$ cat src/rtl/core/bdlp_pkg.sv
// Package for the button debouncer with long-press detection.
// Holds counter widths, register indexes and the per-button status struct.
// No dependencies.
`default_nettype none

package bdlp_pkg;

    localparam int COUNT_WIDTH = 16;
    localparam int CFG_WIDTH   = 16;
    localparam int NUM_BUTTONS = 3;

    localparam logic [COUNT_WIDTH-1:0] COUNT_MAX = {COUNT_WIDTH{1'b1}};

    localparam logic [CFG_WIDTH-1:0] DEBOUNCE_RESET = CFG_WIDTH'(30);
    localparam logic [CFG_WIDTH-1:0] HOLD_RESET     = CFG_WIDTH'(1500);

    typedef enum logic [0:0] {
        CFG_DEBOUNCE = 1'b0,
        CFG_HOLD     = 1'b1
    } cfg_index_t;

    typedef struct packed {
        logic stable;
        logic rise;
        logic fall;
        logic active;
    } btn_status_t;

endpackage

`default_nettype wire

$ cat src/rtl/core/bdlp_button.sv
// Debounce filter for one active-low button.
// Depends on bdlp_pkg for the counter width and the status struct.
`default_nettype none

module bdlp_button (
    input  wire logic                               clk,
    input  wire logic                               rst_n,
    input  wire logic                               en,
    input  wire logic                               raw,
    input  wire logic [bdlp_pkg::CFG_WIDTH-1:0]     debounce_ticks,
    output bdlp_pkg::btn_status_t                   status
);

    logic                                last_raw_reg;
    logic                                stable_reg;
    logic                                active_reg;
    logic [bdlp_pkg::COUNT_WIDTH-1:0]    quiet_reg;
    logic [bdlp_pkg::COUNT_WIDTH-1:0]    quiet_next;
    logic                                take;

    always_comb
    begin
        if (raw != last_raw_reg)
        begin
            quiet_next = '0;
        end
        else if (quiet_reg == bdlp_pkg::COUNT_MAX)
        begin
            quiet_next = quiet_reg;
        end
        else
        begin
            quiet_next = quiet_reg + 1'b1;
        end
        take          = (quiet_next >= debounce_ticks) && (raw != stable_reg);
        status.stable = take ? raw : stable_reg;
        status.rise   = take && raw;
        status.fall   = take && !raw;
        status.active = take ? !raw : active_reg;
    end

    always_ff @(posedge clk or negedge rst_n)
    begin
        if (!rst_n)
        begin
            last_raw_reg <= 1'b1;
            stable_reg   <= 1'b1;
            active_reg   <= 1'b0;
            quiet_reg    <= '0;
        end
        else if (en)
        begin
            last_raw_reg <= raw;
            stable_reg   <= status.stable;
            active_reg   <= status.active;
            quiet_reg    <= quiet_next;
        end
    end

endmodule

`default_nettype wire

$ cat src/rtl/core/bdlp_hold.sv
// Long-press timer for the minus button.
// Depends on bdlp_pkg for the counter width and the status struct.
`default_nettype none

module bdlp_hold (
    input  wire logic                               clk,
    input  wire logic                               rst_n,
    input  wire logic                               en,
    input  wire bdlp_pkg::btn_status_t              minus,
    input  wire logic [bdlp_pkg::CFG_WIDTH-1:0]     hold_ticks,
    output logic                                    long_ev,
    output logic                                    long_fired_next
);

    logic [bdlp_pkg::COUNT_WIDTH-1:0]    hold_reg;
    logic [bdlp_pkg::COUNT_WIDTH-1:0]    hold_next;
    logic                                long_fired_reg;
    logic                                fired_base;

    always_comb
    begin
        if (minus.fall)
        begin
            hold_next = '0;
        end
        else if (minus.active && (hold_reg != bdlp_pkg::COUNT_MAX))
        begin
            hold_next = hold_reg + 1'b1;
        end
        else
        begin
            hold_next = hold_reg;
        end
        fired_base      = minus.fall ? 1'b0 : long_fired_reg;
        long_ev         = minus.active && !fired_base && (hold_next >= hold_ticks);
        long_fired_next = fired_base || long_ev;
    end

    always_ff @(posedge clk or negedge rst_n)
    begin
        if (!rst_n)
        begin
            hold_reg       <= '0;
            long_fired_reg <= 1'b0;
        end
        else if (en)
        begin
            hold_reg       <= hold_next;
            long_fired_reg <= long_fired_next;
        end
    end

    assert property (@(posedge clk) disable iff (!rst_n)
        (en && long_ev) |=> long_fired_reg)
        else $error("long press fired but was not recorded");

    assert property (@(posedge clk) disable iff (!rst_n)
        (en && long_ev) |-> minus.active)
        else $error("long press fired without an active press");

    assert property (@(posedge clk) disable iff (!rst_n)
        (long_fired_reg && !minus.fall) |-> !long_ev)
        else $error("long press fired twice in one press");

endmodule

`default_nettype wire

$ cat src/rtl/core/button_debounce_long_press.sv
// A word accepted into the input register is debounced, and its result word lands in the result register.
// Throughput: one word per cycle; the input register loads whenever it is empty
// or the result register is empty or being taken, so in_stall is high only
// while both registers hold words and out_stall is high.
// Reset: asynchronous, active low; buttons read as released, counters clear,
// debounce_ticks returns to 30 and hold_ticks to 1500.
`default_nettype none

module button_debounce_long_press (
    input  wire logic                               clk,
    input  wire logic                               rst_n,
    input  wire logic                               cfg_we,
    input  wire logic                               cfg_index,
    input  wire logic [bdlp_pkg::CFG_WIDTH-1:0]     cfg_data,
    input  wire logic                               in_valid,
    output logic                                    in_stall,
    input  wire logic                               raw_next,
    input  wire logic                               raw_plus,
    input  wire logic                               raw_minus,
    output logic                                    out_valid,
    input  wire logic                               out_stall,
    output logic                                    click_next,
    output logic                                    click_plus,
    output logic                                    click_minus,
    output logic                                    long_minus
);

    logic [bdlp_pkg::CFG_WIDTH-1:0]      debounce_reg;
    logic [bdlp_pkg::CFG_WIDTH-1:0]      hold_ticks_reg;
    logic                                in_valid_reg;
    logic [bdlp_pkg::NUM_BUTTONS-1:0]    raw_reg;
    logic                                out_valid_reg;
    logic                                click_next_reg;
    logic                                click_plus_reg;
    logic                                click_minus_reg;
    logic                                long_minus_reg;
    logic                                advance;
    logic                                load_in;
    logic                                step;
    logic                                long_ev;
    logic                                long_fired_next;
    bdlp_pkg::btn_status_t               st_next;
    bdlp_pkg::btn_status_t               st_plus;
    bdlp_pkg::btn_status_t               st_minus;

    assign advance   = !out_valid_reg || !out_stall;
    assign load_in   = !in_valid_reg || advance;
    assign step      = in_valid_reg && advance;
    assign in_stall  = !load_in;
    assign out_valid = out_valid_reg;
    assign click_next  = click_next_reg;
    assign click_plus  = click_plus_reg;
    assign click_minus = click_minus_reg;
    assign long_minus  = long_minus_reg;

    always_ff @(posedge clk or negedge rst_n)
    begin
        if (!rst_n)
        begin
            debounce_reg   <= bdlp_pkg::DEBOUNCE_RESET;
            hold_ticks_reg <= bdlp_pkg::HOLD_RESET;
        end
        else if (cfg_we)
        begin
            unique case (bdlp_pkg::cfg_index_t'(cfg_index))
                bdlp_pkg::CFG_DEBOUNCE: debounce_reg   <= cfg_data;
                bdlp_pkg::CFG_HOLD:     hold_ticks_reg <= cfg_data;
                default:                debounce_reg   <= debounce_reg;
            endcase
        end
    end

    always_ff @(posedge clk or negedge rst_n)
    begin
        if (!rst_n)
        begin
            in_valid_reg  <= 1'b0;
            out_valid_reg <= 1'b0;
        end
        else
        begin
            if (load_in)
            begin
                in_valid_reg  <= in_valid;
            end
            if (advance)
            begin
                out_valid_reg <= in_valid_reg;
            end
        end
    end

    always_ff @(posedge clk)
    begin
        if (load_in && in_valid)
        begin
            raw_reg <= {raw_minus, raw_plus, raw_next};
        end
        if (step)
        begin
            click_next_reg  <= st_next.rise;
            click_plus_reg  <= st_plus.rise;
            click_minus_reg <= st_minus.rise && !long_fired_next;
            long_minus_reg  <= long_ev;
        end
    end

    bdlp_button u_btn_next (
        .clk            (clk),
        .rst_n          (rst_n),
        .en             (step),
        .raw            (raw_reg[0]),
        .debounce_ticks (debounce_reg),
        .status         (st_next)
    );

    bdlp_button u_btn_plus (
        .clk            (clk),
        .rst_n          (rst_n),
        .en             (step),
        .raw            (raw_reg[1]),
        .debounce_ticks (debounce_reg),
        .status         (st_plus)
    );

    bdlp_button u_btn_minus (
        .clk            (clk),
        .rst_n          (rst_n),
        .en             (step),
        .raw            (raw_reg[2]),
        .debounce_ticks (debounce_reg),
        .status         (st_minus)
    );

    bdlp_hold u_hold (
        .clk             (clk),
        .rst_n           (rst_n),
        .en              (step),
        .minus           (st_minus),
        .hold_ticks      (hold_ticks_reg),
        .long_ev         (long_ev),
        .long_fired_next (long_fired_next)
    );

    assert property (@(posedge clk) disable iff (!rst_n)
        !(out_valid_reg && click_minus_reg && long_minus_reg))
        else $error("minus click and long press in the same word");

    assert property (@(posedge clk) disable iff (!rst_n)
        (in_valid && !in_stall) |=> in_valid_reg)
        else $error("accepted word was not captured");

    assert property (@(posedge clk) disable iff (!rst_n)
        step |=> out_valid_reg)
        else $error("processed word did not reach the result register");

    assert property (@(posedge clk) disable iff (!rst_n)
        (out_valid_reg && out_stall) |=> out_valid_reg)
        else $error("result word dropped while stalled");

endmodule

`default_nettype wire

$ cat config.mk
export PLATFORM = sky130hd
export DESIGN_NAME = button_debounce_long_press
export DESIGN_NICKNAME = d
export VERILOG_FILES = /design/src/rtl/core/bdlp_pkg.sv /design/src/rtl/core/bdlp_button.sv /design/src/rtl/core/bdlp_hold.sv /design/src/rtl/core/button_debounce_long_press.sv
export SDC_FILE = /design/constraint.sdc
export NUM_CORES = 1
export LEC_CHECK = 0
export BUFFER_PORTS_ARGS = -buffer_cell sky130_fd_sc_hd__buf_2
export CAP_MARGIN = 20
export CORE_MARGIN = 2
export CORE_UTILIZATION = 40
export CTS_CLUSTER_DIAMETER = 40
export DETAILED_ROUTE_END_ITERATION = 10
export GPL_ROUTABILITY_DRIVEN = 0
export SLEW_MARGIN = 25
export SYNTH_ARGS = -nofsm -noshare
export SYNTH_HDL_FRONTEND = slang
export SYNTH_SLANG_ARGS = --single-unit
$ cat constraint.sdc
create_clock -name clk -period 6 [get_ports clk]
set_clock_uncertainty 0.15 [all_clocks]
set_input_delay 0.9 -clock clk [delete_from_list [all_inputs] [get_ports clk]]
set_output_delay 0.9 -clock clk [all_outputs]
set_load 0.02 [all_outputs]
==> flow_summary.ini, run 1 <==
[clock_tree]
root_buffer = clkbuf_16
cts_buffers = 17
clockBufferDepth = 2
clk_pin_slew_ns = 0.06
cts_sinks = 113
post-cts-setup-buffers = 0
htree_levels = 4
insertion_delay_ns = 0.42
cts_tree = built

[power]
power.density_nw_per_um2 = 302.8
p_sw_w = 0.0008169
sequentialPowerShare_pct = 35.3
p_int_w = 0.001892
p_leak_nw = 4.043
pwr-share-comb_pct = 22.6
max-vdd-ir-drop_uv = 183.8
p_clk_share_pct = 42.1
switching_share_pct = 30.16

[grt]
antenna_found_initial = 0
grt_max_degree = 60
grt_pass1_vias = 6083
grt_use_total_pct = 19.70
grt_overflow_total = 0
grt_pass1_wl_um = 31660

[timing]
fmax_mhz = 179.1
tns_ns = 0
rsz0062_at_grt = no
hold_viol = 0
worst_pin_slew_ns = 0.8165
setup_slack_ns = 0.4158
slew_viol_final = 0
setup_violations = 0
fin_crit_sh_pct = 93.07
period_minus_slack_ns = 5.584
relSlewSlack_pct = 45.57

[final_layout]
fin_cells = 1190
nets = 1005
mostFrequentLayoutCell = nand2_1
num_antenna_cells = 0
nFillCells = 1870
layout_common_cells = nand2_1 (102), dfrtp_1 (89), nor2_1 (79)
postLayoutCoreUtil_pct = 46.26
area_growth_pct = 14.26
drive_above_1_share_pct = 14.92

[yosys]
syn-instance-count = 889
async_flop_share_pct = 93.81
synth_fp_nets = 982
ys_seq_area_share_pct = 36.84
synthFlopType = dfrtp_1
ys_warn_count = 0
ys_ff_latch = 113
synth_edf_count = 7
yosysUniqueCellTypes = 64
syn_area_um2 = 7828
avgSynthCellArea_um2 = 8.805

[run_status]
status = complete, no violations

[place]
hpwl_um = 13510
place_ws_ns = 0.3179
port_buffers = 30
place_inst = 1158

[route]
dr.pass1.iters = 5
vias = 6446
ant_nets = 0
wire_per_inst_um = 16.23
drc_errors = 0
wirelength_um = 19310
via_per_inst = 5.417
drt-initial-drc-count = 295

[setup_path]
cp.arrival_ns = 5.74
crit_fanout = 10
worstSetupPathType = reg2reg
start_kind = register
cp.required_ns = 6.15
worstSetupEndpointType = register

[hold_path]
hp-class = reg2reg

[floorplan]
die_x_um = 143.9
row_count = 51
design.core.area_um2 = 19330
fp.dieH_um = 143.9
io_pins = 31
dieArea_um2 = 20700
start_util_pct = 40.48

[run]
max_cap_viol_count = 0
==> per-layer routing <==
layer / GRT usage [%] / part of all wire (%)
met5: 0 / 0
met4: 5.521 / 1.2
met3: 4.065 / 4.7
met2: 32.18 / 47
met1: 26.48 / 48
==> what timing repair did <==
item                       in CTS  in global routing
hold buffers                    0                  0
resized for setup               0                  5
setup endpoints to repair       0                  2
==> path summary, 6_finish.rpt <==
| check | start | to | slack (ns) | cells after the start |
|---|---|---|---|---|
| setup / recovery | u_btn_minus.quiet_reg[4] | u_hold.long_fired_reg | 0.42 | 23 |
| hold / removal | u_btn_next.last_raw_reg | u_btn_next.last_raw_reg | 0.33 | 2 |
| setup reg to reg | u_btn_minus.quiet_reg[4] | u_hold.long_fired_reg | 0.42 | 23 |
| hold reg to reg | u_btn_next.last_raw_reg | u_btn_next.last_raw_reg | 0.33 | 2 |
| max in group asynchronous | rst_n | u_btn_next.quiet_reg[0] | 4.10 | 2 |
| min in group asynchronous | rst_n | u_hold.hold_reg[7] | 0.39 | 1 |
==> per-stage QoR <==
stage	hold WS [ns]	cell area (um^2)	total power [W]
after floorplan	0.3074	7828	0.001387
after global placement	0.3188	8252	0.001565
after detailed placement	0.3265	8252	0.001577
after CTS	0.3360	8921	0.002734
after global routing	0.3539	8944	0.002871
final	0.3342	8944	0.002709
==> cell usage after synthesis (all sizes together) (19+ instances only) <==
| master | number | area share [%] |
|---|---|---|
| xor2 | 26 | 2.9 |
| o21ai | 72 | 4.6 |
| nand2 | 103 | 4.9 |
| mux2 | 29 | 4.2 |
| xnor2 | 24 | 2.7 |
| ha | 68 | 11 |
| inv | 45 | 2.2 |
| clkbuf | 33 | 1.6 |
| nand4 | 19 | 1.5 |
| nor2 | 79 | 3.8 |
| dfrtp | 89 | 28 |
| nand3 | 45 | 2.9 |
| and3 | 25 | 2.0 |
| o31ai | 21 | 2.0 |
| a21oi | 42 | 2.7 |
==> area by class of cell <==
| type | count | area, um^2 | area share, % |
|---|---|---|---|
| Clock buffer | 24 | 523.0 | 5.848 |
| Clock inverter | 8 | 146.4 | 1.637 |
| Inverter | 45 | 168.9 | 1.889 |
| Multi-Input combinational cell | 691 | 4632 | 51.79 |
| Sequential cell | 113 | 2884 | 32.25 |
| Tap cell | 265 | 331.6 | 3.707 |
| Timing Repair Buffer | 44 | 257.7 | 2.882 |
==> power by group through the flow <==
stage | Sequential [W] | Combinational [W] | Clock (W)
after floorplan | 0.000945 | 0.000442 | 0
after global placement | 0.000965 | 0.000600 | 0
after detailed placement | 0.000967 | 0.000610 | 0
after CTS | 0.000955 | 0.000616 | 0.00116
after global routing | 0.000972 | 0.000700 | 0.00120
final | 0.000956 | 0.000611 | 0.00114
==> cell families (layout without fill, tap and decap cells) <==
kind of cell / count (synthesis) / count (layout) / synth area share [%]
AND/OR/NAND/NOR: 326 / 326 / 20.08
AO/OA/AOI/OAI: 206 / 206 / 16.58
flip-flops: 113 / 113 / 36.84
buffers and inverters: 85 / 121 / 4.332
adder cells (fa/ha/maj): 68 / 68 / 10.87
XOR/XNOR: 50 / 50 / 5.595
multiplexers: 41 / 41 / 5.707
==> critical path, cell delays in order (launching register included) <==
cell	delay [ns]
dfrtp_1	0.46
nand3_1	0.17
nor4_1	0.30
buf_4	0.19
nand2_1	0.18
and3_1	0.29
xnor2_1	0.18
nor2_1	0.06
ha_1	0.18
a21o_1	0.18
a221oi_2	0.20
o21ai_1	0.16
a21o_2	0.32
a31oi_2	0.29
o21ai_1	0.16
mux2_2	0.30
ha_1	0.26
nand2b_1	0.14
a2111o_1	0.40
a31oi_1	0.20
o21ai_0	0.13
a41oi_1	0.25
a211oi_1	0.09
a22o_1	0.23
Note: power is estimated with default switching activity, not from simulation.
==> inputs of run 2 (changes only) <==
CTS_BUF_LIST = sky130_fd_sc_hd__clkbuf_4   (was unset)
==> run 2 against run 1 <==
Against the previous run:
- count of clock-buffer cells in the layout is 6 lower
- clock power fell by 41%
- design area decreased by 3.6%
- highest routed layer unchanged
- sequential share of layout area up 1.2 points
==> flow_summary.ini, run 2 (synthesis results as in run 1) <==
[clock_tree]
insertion_delay_ns = 0.54
clockBufferDepth = 2
cts_sinks = 113
htree_levels = 4
cts_buffers = 17
clk_pin_slew_ns = 0.11
cts_tree = built
root_buffer = clkbuf_4

[timing]
tns_ns = 0
period_minus_slack_ns = 5.556
setup_violations = 0
relSlewSlack_pct = 45.78
slew_viol_final = 0
fmax_mhz = 180.0
rsz0062_at_grt = no
worst_pin_slew_ns = 0.8133
fin_crit_sh_pct = 92.60
hold_viol = 0

[final_layout]
nets = 1005
fin_area_um2 = 8618
fin_cells = 1191
drive_above_1_share_pct = 14.59
layout_common_cells = nand2_1 (101), dfrtp_1 (89), nor2_1 (79)
mostFrequentLayoutCell = nand2_1
area_growth_pct = 10.10

[place]
port_buffers = 30
dpl_cell_area_um2 = 8252
place_inst = 1158
hpwl_um = 13510

[setup_path]
worstSetupPathType = reg2reg
cp.arrival_ns = 5.82
worstSetupEndpointType = register
cp.required_ns = 6.26
crit_fanout = 10
start_kind = register

[route]
wire_per_inst_um = 16.01
ant_nets = 0
dr.pass1.iters = 5
vias = 6424
drc_errors = 0
wirelength_um = 19070
via_per_inst = 5.394
drt-initial-drc-count = 308

[floorplan]
die_x_um = 143.9
design.core.area_um2 = 19330
row_count = 51
io_pins = 31
start_util_pct = 40.48
dieArea_um2 = 20700
fp.dieH_um = 143.9

[grt]
grt_pass1_vias = 6048
grt_use_total_pct = 19.46
grt_overflow_total = 0
grt_pass1_wl_um = 31450
antenna_found_initial = 1
grt_max_degree = 60

[power]
p_leak_nw = 3.891
max-vdd-ir-drop_uv = 111.6
power.density_nw_per_um2 = 259.5

[run]
max_cap_viol_count = 0

[run_status]
status = complete, no violations

[hold_path]
hp-class = in2async
==> run 2: power breakdown <==
group / internal [W] / switching [W] / total, W
logic: 0.000247 / 0.000363 / 0.000610
clock network: 0.000369 / 0.000303 / 0.000672
registers: 0.000868 / 0.0000868 / 0.000954
total: 0.00148 / 0.000753 / 0.00224
==> run 2: worst paths after layout <==
check | from | slack, ns | endpoint | depth (start not counted)
hold / removal | rst_n | 0.26 | u_hold.hold_reg[6] | 1
setup / recovery | u_btn_minus.quiet_reg[4] | 0.44 | u_hold.long_fired_reg | 23
min in group clk | u_btn_next.last_raw_reg | 0.34 | u_btn_next.last_raw_reg | 2
hold reg to reg | u_btn_next.last_raw_reg | 0.34 | u_btn_next.last_raw_reg | 2
max in group asynchronous | rst_n | 4.23 | u_btn_plus.quiet_reg[1] | 2
setup reg to reg | u_btn_minus.quiet_reg[4] | 0.44 | u_hold.long_fired_reg | 23
==> run 2: repair_timing <==
action                                  CTS  global route
endpoints found under the hold margin     0             0
resized for setup                         0             7
buffers inserted                          0             0
hold buffers                              0             0
endpoints found under the setup margin    0             2
==> run 2: through the flow <==
stage / utilization [%] / power (W) / setup WS, ns / hold slack, ns
finish: 44.57 / 0.002237 / 0.4439 / 0.2629
global route: 44.57 / 0.002404 / 0.03658 / 0.3084
CTS: 44.39 / 0.002264 / 0.2852 / 0.2823
detailed placement: 42.68 / 0.001577 / 0.3179 / 0.3265
global placement: 42.68 / 0.001565 / 0.4310 / 0.3188
floorplan: - / 0.001387 / 0.5767 / 0.3074
==> run 2: cell type report <==
cell class	count	area, um^2
timing repair buffer	44	257.7
multi-input combinational	691	4643
clock buffer	18	135.1
fill	1922	10720
antenna	1	2.502
inverter	45	168.9
tap	265	331.6
sequential	113	2884
clock inverter	14	195.2
==> run 2: critical path, cell delays in order, from the launching register on <==
cell      delay, ns
dfrtp_1        0.47
nand3_1        0.17
nor4_1         0.33
buf_4          0.20
nand2_2        0.12
and3_1         0.25
xnor2_1        0.18
nor2_1         0.06
ha_1           0.18
a21o_1         0.18
a221oi_2       0.20
o21ai_1        0.16
a21o_2         0.33
and2_1         0.18
o21ai_1        0.21
mux2_2         0.36
ha_1           0.26
nand2b_1       0.14
a2111o_1       0.40
a31oi_1        0.20
o21ai_0        0.13
a41oi_1        0.25
a211oi_1       0.09
a22o_1         0.23
==> run 2: layer usage <==
layer	GRT usage [%]	up-vias	wire, um
met2	31.55	125	8849
met3	3.865	22	771
met1	26.40	3035	9126
met4	5.573	0	321
met5	0	-	0
li1	-	3242	-
